$ cat src/sv/tpq_pkg.sv
// Package for the timestamp priority queue: sizes, codes and the
// transfer, entry and cell command types. No dependencies.
package tpq_pkg;

  localparam int DEPTH  = 16;
  localparam int CNT_W  = $clog2(DEPTH + 1);
  localparam int FILL_W = 5;

  typedef enum logic [1:0] {
    MODE_ENQ   = 2'd0,
    MODE_DEQ   = 2'd1,
    MODE_PEEK  = 2'd2,
    MODE_CLEAR = 2'd3
  } mode_e;

  typedef enum logic [1:0] {
    STATUS_OK    = 2'd0,
    STATUS_EMPTY = 2'd1,
    STATUS_FULL  = 2'd2
  } status_e;

  typedef struct packed {
    logic [1:0]  mode;
    logic [31:0] event_time;
    logic [2:0]  event_kind;
    logic [15:0] order_id;
    logic [31:0] payload_ref;
  } req_t;

  typedef struct packed {
    logic [1:0]        status;
    logic              head_valid;
    logic [31:0]       head_time;
    logic [2:0]        head_kind;
    logic [15:0]       head_order;
    logic [31:0]       head_ref;
    logic [FILL_W-1:0] fill_count;
  } rsp_t;

  typedef struct packed {
    logic [31:0] ev_time;
    logic [2:0]  kind;
    logic [15:0] order;
    logic [31:0] ref_id;
  } entry_t;

  typedef struct packed {
    logic   shift_in;
    logic   shift_out;
    entry_t item;
  } cell_cmd_t;

endpackage

$ cat src/sv/timestamp_priority_queue.sv
// Timestamp priority queue top level: a row of tpq_cell slots plus
// the fill count and the result register. Depends on tpq_pkg, tpq_cell.
//
// Usage:
//   Requests arrive on req (req_valid / req_stall); each carries a mode:
//   enqueue, dequeue, peek or clear. Every request gives one response on
//   rsp (rsp_valid / rsp_stall) with status, the head event where one is
//   returned, and the fill count after the request.
//   Slots are kept sorted by time, slot 0 earliest; ties keep arrival
//   order. All slots compare against the incoming time in parallel and
//   shift together, so a request completes in the cycle it is taken.
//   The response is registered and is valid in the cycle after the request transfer.
//   Throughput: one request per cycle while responses are taken; the
//   limit is the single response register.
//   While a response waits under rsp_stall, req_stall is high and no
//   request is taken; the queue contents hold.
//   Reset empties the queue (fill count zero) and drops any pending
//   response. Slot contents are not cleared and are never read unless
//   written.
module timestamp_priority_queue import tpq_pkg::*; (
  input  logic clk,
  input  logic rst,
  input  logic req_valid,
  output logic req_stall,
  input  req_t req,
  output logic rsp_valid,
  input  logic rsp_stall,
  output rsp_t rsp
);

  logic [CNT_W-1:0] count, count_next;
  logic             acc;
  logic             is_enq, is_deq, is_peek, is_clear;
  logic             full, empty, enq_ok, deq_ok;
  cell_cmd_t        cmd;
  entry_t           slot  [DEPTH];
  logic             after [DEPTH];
  rsp_t             rsp_next;

  assign req_stall = rsp_valid && rsp_stall;
  assign acc       = req_valid && !req_stall;

  assign is_enq   = req.mode == MODE_ENQ;
  assign is_deq   = req.mode == MODE_DEQ;
  assign is_peek  = req.mode == MODE_PEEK;
  assign is_clear = req.mode == MODE_CLEAR;

  assign full   = count == CNT_W'(DEPTH);
  assign empty  = count == '0;
  assign enq_ok = is_enq && !full;
  assign deq_ok = is_deq && !empty;

  assign cmd.shift_in     = acc && enq_ok;
  assign cmd.shift_out    = acc && deq_ok;
  assign cmd.item.ev_time = req.event_time;
  assign cmd.item.kind    = req.event_kind;
  assign cmd.item.order   = req.order_id;
  assign cmd.item.ref_id  = req.payload_ref;

  for (genvar i = 0; i < DEPTH; i++) begin : g_cell
    tpq_cell u_cell (
      .clk        (clk),
      .cmd        (cmd),
      .occupied   (CNT_W'(i) < count),
      .prev_after ((i == 0) ? 1'b1 : after[(i == 0) ? 0 : i - 1]),
      .prev_entry (slot[(i == 0) ? 0 : i - 1]),
      .next_entry (slot[(i == DEPTH - 1) ? i : i + 1]),
      .entry      (slot[i]),
      .after      (after[i])
    );
  end

  always_comb begin
    count_next = count;
    if (is_clear) begin
      count_next = '0;
    end else if (enq_ok) begin
      count_next = count + 1'b1;
    end else if (deq_ok) begin
      count_next = count - 1'b1;
    end
  end

  always_comb begin
    rsp_next            = '0;
    rsp_next.status     = STATUS_OK;
    rsp_next.fill_count = FILL_W'(count_next);
    if (is_enq && full) begin
      rsp_next.status = STATUS_FULL;
    end else if ((is_deq || is_peek) && empty) begin
      rsp_next.status = STATUS_EMPTY;
    end else if (is_deq || is_peek) begin
      rsp_next.head_valid = 1'b1;
      rsp_next.head_time  = slot[0].ev_time;
      rsp_next.head_kind  = slot[0].kind;
      rsp_next.head_order = slot[0].order;
      rsp_next.head_ref   = slot[0].ref_id;
    end
  end

  always_ff @(posedge clk) begin
    if (rst) begin
      count     <= '0;
      rsp_valid <= 1'b0;
    end else begin
      if (acc) begin
        count <= count_next;
      end
      if (acc) begin
        rsp_valid <= 1'b1;
      end else if (!rsp_stall) begin
        rsp_valid <= 1'b0;
      end
    end
  end

  always_ff @(posedge clk) begin
    if (acc) begin
      rsp <= rsp_next;
    end
  end

`ifndef NO_ASSERTIONS
  a_count_bound: assert property (@(posedge clk) disable iff (rst)
    count <= CNT_W'(DEPTH))
    else $error("fill count above depth");

  a_rsp_follows: assert property (@(posedge clk) disable iff (rst)
    acc |=> rsp_valid)
    else $error("no response after request transfer");

  a_full_drop: assert property (@(posedge clk) disable iff (rst)
    acc && is_enq && full |=> $stable(count))
    else $error("dropped enqueue changed the fill count");

  a_deq_count: assert property (@(posedge clk) disable iff (rst)
    acc && deq_ok |=> count == $past(count) - 1'b1)
    else $error("dequeue did not remove one entry");

  a_empty_nohead: assert property (@(posedge clk) disable iff (rst)
    rsp_valid && rsp.status == STATUS_EMPTY |-> !rsp.head_valid)
    else $error("empty response carries an event");
`endif

endmodule

$ cat src/sv/tpq_cell.sv
// One slot of the sorted shift-register queue.
// Depends on tpq_pkg.
module tpq_cell import tpq_pkg::*; (
  input  logic      clk,
  input  cell_cmd_t cmd,
  input  logic      occupied,
  input  logic      prev_after,
  input  entry_t    prev_entry,
  input  entry_t    next_entry,
  output entry_t    entry,
  output logic      after
);

  // new item goes behind this slot when it holds an equal or earlier time
  assign after = occupied && (entry.ev_time <= cmd.item.ev_time);

  always_ff @(posedge clk) begin
    if (cmd.shift_in && !after) begin
      entry <= prev_after ? cmd.item : prev_entry;
    end else if (cmd.shift_out) begin
      entry <= next_entry;
    end
  end

endmodule

$ cat config.mk
export PLATFORM = sky130hd
export DESIGN_NAME = timestamp_priority_queue
export DESIGN_NICKNAME = d
export VERILOG_FILES = /design/src/sv/tpq_pkg.sv /design/src/sv/timestamp_priority_queue.sv /design/src/sv/tpq_cell.sv
export SDC_FILE = /design/constraint.sdc
export NUM_CORES = 2
export LEC_CHECK = 0
export BUFFER_PORTS_ARGS = -buffer_cell sky130_fd_sc_hd__buf_2
export CAP_MARGIN = 20
export CORE_MARGIN = 8
export CORE_UTILIZATION = 55
export DETAILED_ROUTE_END_ITERATION = 12
export PLACE_DENSITY_LB_ADDON = 0.1
export SYNTH_ARGS = -nofsm -noshare
export SYNTH_HDL_FRONTEND = slang
export SYNTH_SLANG_ARGS = --single-unit
$ cat constraint.sdc
create_clock -name clk -period 12.3 [get_ports clk]
set_input_delay 1.23 -clock clk [delete_from_list [all_inputs] [get_ports clk]]
set_output_delay 1.23 -clock clk [all_outputs]
set_load 0.05 [all_outputs]
# Word level (Yosys, flattened, before mapping)
# Cells that the tools add are included.
totals:
  ff_bits: 1425
  inputBits: 89
  output_inout_bits: 93
  wordCells: 244
op_classes:
  addsub: 2
  n_lt_le_gt_ge: 32
  n_eq_ne: 5
  muxes: 52
  n_bitwise: 1
  n_reduce_logical: 79
op_table:
  columns: ["operator", "n"]
  rows:
  - ["2-to-1 mux 83 bit", 45]
  - ["less-or-equal comparator 32 bit", 16]
  - ["2-to-1 mux 84 bit", 1]
  - ["logical AND 1 bit", 40]
  - ["less-than comparator 4 x 5 -> 1 bit, first input constant", 8]
  - ["nonzero test 2 bit", 15]
  - ["less-than comparator 3 x 5 -> 1 bit, first input constant", 4]
  - ["zero test 1 bit", 19]
  - ["2-to-1 mux 5 bit", 3]
  - ["less-than comparator 1 x 5 -> 1 bit, first input constant", 2]
  - ["less-than comparator 2 x 5 -> 1 bit, first input constant", 2]
  - ["adder 5 x 1 -> 5 bit, second input constant", 1]
  - ["== test 5 bit, second input constant", 1]
  - ["zero test 5 bit", 1]
  - ["subtractor 5 x 1 -> 5 bit, second input constant", 1]
  - ["== test 2 bit, second input constant", 2]
  - ["2-to-1 mux 1 bit", 3]
  - ["OR reduction 3 bit", 1]
  - ["== test 2 x 1 -> 1 bit, second input constant", 1]
  - ["zero test 2 bit", 1]
  - ["inequality test 2 x 1 -> 1 bit, second input constant", 1]
  - ["OR reduction 2 bit", 1]
  - ["logical OR 1 bit", 1]
  - ["inverter 1 bit", 1]

# Longest topological paths before layout
logic_depth:
  ltp_word: 6
  depth_mapped: 15
  ltp_nobuf: 9

# By module
# From an unflattened synthesis, not the netlist that was laid out.
hier_totals:
  cells_unflattened: 6511
  area_unflattened_um2: 90270.3
by_module_without_submodules:
  columns: ["mod", "instances", "cells_per_inst", "area_each_um2", "seq_area_each_um2"]
  rows:
  - ["tpq_cell at g_cell[0].u_cell ...", 13, 389, 5351.4, 2492.4]
  - ["tpq_cell at g_cell[7].u_cell ...", 3, 385, 5541.6, 2492.4]
  - ["timestamp_priority_queue", 1, 299, 4077.7, 2852.7]

# Least setup slack after synthesis
# Ideal clock, no wire load.
synth_path:
  kind: "in2reg"
  start: "in rsp_stall"
  end: "reg g_cell[3].u_cell.entry[0] in the netlist's numbering (enable)"
  setup_time_ns: 0.639
  arrival_ns: 11.102
  t_required_ns: 11.661
  setup_slack_ns: 0.559
  stages: 9
  n_path_buf: 4
  path_cell_list: "nand2_1 > nand2_1 > inv_1 > clkbuf_1 > nand2_1 > buf_2 > buf_2 > clkbuf_1 > o21ai_0"
synth_between:
  elab_chain_cells: 6
  elab_cells_between_ends: 7
  cone_classes: "reduce/logical: 7"
synth_lines:
  columns: ["item", "line", "source"]
  rows:
  - ["from (decl)", "timestamp_priority_queue.sv:27", "input logic rsp_stall,"]
  - ["logical AND 1 bit *", "timestamp_priority_queue.sv:40", "assign req_stall = rsp_valid && rsp_stall;"]
  - ["zero test 1 bit *", "timestamp_priority_queue.sv:41", "assign acc = req_valid && !req_stall;"]
  - ["logical AND 1 bit *", "timestamp_priority_queue.sv:41", null]
  - ["via acc", "timestamp_priority_queue.sv:32", "logic acc;"]
  - ["logical AND 1 bit", "timestamp_priority_queue.sv:53", "assign cmd.shift_in = acc && enq_ok;"]
  - ["logical AND 1 bit", "tpq_cell.sv:18", "if (cmd.shift_in && !after) begin"]
  - ["nonzero test 2 bit (no line) *", null, null]
  - ["to (signal assigned)", "tpq_cell.sv:19", "entry <= prev_after ? cmd.item : prev_entry;"]
  - ["to (signal assigned)", "tpq_cell.sv:21", "entry <= next_entry;"]
  - ["to (decl)", "tpq_cell.sv:10", "output entry_t entry,"]
# Mark *: on every way through the listed nets, which the timed path passes. The rest lies on a longest branch.
# A chain may end at the register's enable or synchronous reset.

# Worst setup path after layout
layout_path:
  start: "in req[61] in the netlist's numbering"
  end: "reg g_cell[1].u_cell.entry[32] in the netlist's numbering, data pin"
layout_between:
  elab_chain_cells: 5
  elab_cells_between_ends: 8
  cone_classes: "order compare: 2; mux: 2; reduce/logical: 4"
layout_lines:
  columns: ["item", "line", "source"]
  rows:
  - ["from (decl)", "timestamp_priority_queue.sv:25", "input req_t req,"]
  - ["less-or-equal comparator 32 bit", "tpq_cell.sv:15", "assign after = occupied && (entry.ev_time <= cmd.item.ev_time);"]
  - ["logical AND 1 bit", "tpq_cell.sv:15", null]
  - ["zero test 1 bit", "tpq_cell.sv:18", null]
  - ["logical AND 1 bit", "tpq_cell.sv:18", null]
  - ["2-to-1 mux 83 bit *", "tpq_cell.sv:18", null]
  - ["to (signal assigned)", "tpq_cell.sv:19", null]
  - ["to (signal assigned)", "tpq_cell.sv:21", null]
  - ["to (decl)", "tpq_cell.sv:10", null]
# Every way passes the cells marked *; elsewhere a longest branch is shown, timed or not.

==> results by group <==
Clocking
  – Root cell of the clock tree: sky130_fd_sc_hd__clkbuf_16
  – Clock-pin slew reported for the worst setup and hold paths after clock tree synthesis: 60 ps
  – Maximum clock path buffer count: 3
  – Number of buffers created by CTS: 160
  – TritonCTS clock tree: built
  – Skew-Pair Late Insertion Delay: 800 ps
  – Htree depth: 4
  – # Post-CTS Setup Buffers: 0
  – Post-cts repair resize count: 0
  – TritonCTS Sinks: 1,425
  – Hold_buf cts: 0

Flow run
  – Max-cap violations: 0

Floorplan
  – Overall die height: 403.4 µm
  – Num rows: 142
  – Placeable Area: 149,400 µm²
  – X dimension of the die: 403.4 µm
  – Die outline area: 162,700 µm²
  – Initial standard-cell utilization of the core: 0.5523
  – I/O pin total: 182

STA
  – Final setup fails: 0
  – Fraction of the cycle the final worst path needs: 0.5966
  – RSZ-0062 raised after global routing: no
  – Timing-limited maximum frequency: 0.1363 GHz
  – Slew @ Worst Pin: 1310 ps
  – Count of endpoints failing hold in the final timing report: 0
  – Worst rel slew slack: 0.1267
  – Time the final worst path needs with I/O delays and setup: 7338 ps
  – Total Negative Setup Slacks: 0 ps
  – Clock Skew: 39.96 ps
  – Final count of pins violating max slew: 0

Global route
  – Global-route track usage on met1: 0.4778
  – Met3 track utilization from global routing: 0.08322
  – Global routing usage on met2: 0.5268
  – Gr busiest metal: met2
  – Antenna violations before repair: 19
  – Number of global-route vias before repair: 61,210
  – Global-route wire length before repair: 422,700 µm
  – Largest net degree at the start of global routing: 168
  – Remaining global-route overflow: 0
  – Global-route usage over all layers: 0.3464

Setup path
  – Largest fanout on the critical path: 58
  – Critical path arrival: 7940 ps
  – Critical path's most frequent cell: sky130_fd_sc_hd__buf_4
  – WP data required: 12,900 ps
  – Startpoint type of the worst setup path: input pin
  – Cell with the largest stage delay on the worst path: sky130_fd_sc_hd__buf_4
  – Nature of the critical path endpoint: flop
  – Slowest stage delay, CP: 1050 ps
  – Chain of cells forming the critical path: buf_2 -> inv_1 -> ha_1 -> nand4_1 -> or3_1 -> nor3_1 -> a22oi_2 -> buf_4 -> buf_4 -> or2_4 -> buf_4 -> buf_4 -> a21oi_1 -> a221oi_1
  – Crit path kind: in2reg

Logic synthesis
  – Total nets after synthesis: 8,056
  – Proportion of synthesized flip-flops having asynchronous set or reset: 0
  – Post-synth top cells: sky130_fd_sc_hd__edfxtp_1 (1,419), sky130_fd_sc_hd__nand2_1 (860), sky130_fd_sc_hd__mux2i_1 (834), sky130_fd_sc_hd__o21ai_0 (771), sky130_fd_sc_hd__ha_1 (518)
  – Most common cell in the netlist: sky130_fd_sc_hd__edfxtp_1
  – Distinct cell type count after synthesis: 75
  – Cell type with the highest aggregate area in the netlist: sky130_fd_sc_hd__edfxtp_1
  – Yosys warns: 0
  – Share of the yosys chip area belonging to registers: 0.5178
  – Top cells by area, synth: sky130_fd_sc_hd__edfxtp_1 (52%), sky130_fd_sc_hd__mux2i_1 (10%), sky130_fd_sc_hd__ha_1 (7.9%), sky130_fd_sc_hd__o21ai_0 (4.7%), sky130_fd_sc_hd__nand2_1 (3.9%)
  – Average footprint of a synthesized cell: 11.08 µm²
  – Number of enable flip-flop cells after synthesis: 1,419
  – Cell area after technology mapping: 82,530 µm²
  – Flip-flop and latch count after synthesis: 1,425
  – Top-area cell type share of the netlist area: 0.5163
  – Synthesized netlist cell count: 7,449
  – Predominant post-synthesis flop cell: sky130_fd_sc_hd__edfxtp_1

Drt
  – Number of vias per cell: 6.703
  – Router iterations before antenna repair: 8
  – Wire length after detailed routing: 291,700 µm
  – Total number of vias: 63,630
  – Remaining design rule violation count: 0
  – Initial DRC Count: 7,955
  – Wire per inst: 30.73 µm
  – Number of nets with antenna violations after routing: 0

Final layout
  – Final net count: 7,955
  – Combined area of the multi-input logic cells: 36,600 µm²
  – Layout cell share with drive strength beyond 1: 0.1129
  – Area overhead of the layout relative to synthesis: 8.882%
  – Fillers: 12,200
  – Flip-flop and latch area: 42,730 µm²

Pwr
  – Reported leakage power: 33.63 nW
  – Switching part of the total power: 0.2635
  – Power share of the clock group: 0.405
  – Sequential cell fraction of total power: 0.490
  – Internal power consumption: 8.573 mW
  – VDD IR-drop max: 0.1423 mV
  – Total Power Consumption: 11.64 mW
  – Gate power share: 0.106
  – Power density cells: 129.5 nW/µm²
  – NetSw: 3.066 mW

Hold path
  – HP Class: reg2reg

Place
  – Weighted congestion reported at the end of routability-driven placement: 0.9694
  – HPWL Detailed: 179,700 µm
  – Port bufs: 181

Status
  – Result of the run: finished clean
==> logic make-up after synthesis <==
kind of cell	Yosys count	share of synthesized area
AO/OA/AOI/OAI	1794	0.1221
XOR/XNOR	3	0.0003184
adder cells (fa/ha/maj)	518	0.07854
buffers and inverters	842	0.04423
flip-flops	1425	0.5178
multiplexers	1162	0.1459
AND/OR/NAND/NOR	1705	0.09111
==> cells in the final DEF (no fill, tap or decap), types with 10 or more instances in the layout <==
cell,netlist,final
sky130_fd_sc_hd__edfxtp_1,1419,1419
sky130_fd_sc_hd__nand2_1,860,848
sky130_fd_sc_hd__mux2i_1,834,834
sky130_fd_sc_hd__o21ai_0,771,765
sky130_fd_sc_hd__ha_1,518,518
sky130_fd_sc_hd__a21oi_1,451,450
sky130_fd_sc_hd__nor2_1,304,303
sky130_fd_sc_hd__inv_1,287,286
sky130_fd_sc_hd__mux2_2,278,278
sky130_fd_sc_hd__buf_2,184,182
sky130_fd_sc_hd__a31oi_1,174,173
sky130_fd_sc_hd__clkbuf_16,0,163
sky130_fd_sc_hd__o21ai_1,139,135
sky130_fd_sc_hd__nand3_1,131,131
sky130_fd_sc_hd__nand4_1,113,113
sky130_fd_sc_hd__nor3_1,108,107
sky130_fd_sc_hd__buf_4,51,96
sky130_fd_sc_hd__a221oi_1,94,94
sky130_fd_sc_hd__and2_1,94,91
sky130_fd_sc_hd__a21o_1,57,56
sky130_fd_sc_hd__mux2_1,50,50
sky130_fd_sc_hd__clkbuf_1,299,39
sky130_fd_sc_hd__clkinv_1,0,32
sky130_fd_sc_hd__clkinv_2,0,22
sky130_fd_sc_hd__nor2b_1,21,21
sky130_fd_sc_hd__o211ai_1,20,20
sky130_fd_sc_hd__nor4_1,20,20
sky130_fd_sc_hd__nand2_4,0,12
sky130_fd_sc_hd__a211oi_1,13,12
sky130_fd_sc_hd__nand2b_1,14,11
sky130_fd_sc_hd__buf_12,0,11
sky130_fd_sc_hd__o21ai_4,0,10
==> final cells by class <==
type                       instances  share of cell area
tap                             2016             0.02807
inverter                         288             0.01206
timing repair buffer             291             0.02100
clock inverter                    79            0.008605
clock buffer                     203             0.04718
multi-input combinational       5182              0.4073
sequential                      1425              0.4756
antenna                            9           0.0002506
==> metrics by stage <==
step	std cells	setup WS (ps)	util	cell area [µm²]	hold WS (ps)
global placement	9196	4693	0.5670	84720	500.5
global route	9488	4967	0.6013	89840	546.3
finish	9493	4962	0.6014	89850	513.5
detailed placement	9198	4502	0.5673	84770	507.3
CTS	9480	5331	0.6009	89780	515.4
floorplan	7449	559.2	-	82530	496.3
==> flip-flops by register name, summed over array words and instances (netlist names) <==
register,count
count,5
rsp_valid,1
g_cell.u_cell.entry,1328
rsp,91
==> critical path: cells and delay by family <==
family                   cells  cell delay (ps)
AO/OA/AOI/OAI                3              630
AND/OR/NAND/NOR              4             1420
buffers and inverters        6             3910
adder cells (fa/ha/maj)      1              480
==> layer usage <==
| layer | vias to the layer above | part of all wire | wire (µm) |
|---|---|---|---|
| li1 | 27580 | - | - |
| met1 | 31530 | 0.41 | 118400 |
| met2 | 3765 | 0.44 | 127600 |
| met3 | 752 | 0.11 | 32300 |
| met4 | 4 | 0.046 | 13400 |
| met5 | - | 0.000089 | 26 |
==> final timing paths <==
path	from	end	slack, ps	cells after the start
worst max register to register	count[3]	g_cell[1].u_cell.entry[32]	5570	12
worst max-delay path	req[61]	g_cell[1].u_cell.entry[32]	4960	14
worst min-delay path	g_cell[15].u_cell.entry[25]	g_cell[14].u_cell.entry[25]	510	2
worst min register to register	g_cell[15].u_cell.entry[25]	g_cell[14].u_cell.entry[25]	510	2
==> power by group through the flow <==
stage	sequential [mW]	combinational, mW	clock, mW
after CTS	5.69	1.20	4.76
after floorplan	5.82	0.708	0
after global routing	5.71	1.32	4.92
final	5.70	1.23	4.71
after global placement	5.79	1.16	0
after detailed placement	5.79	1.20	0
Note: power is estimated with default switching activity, not from simulation.
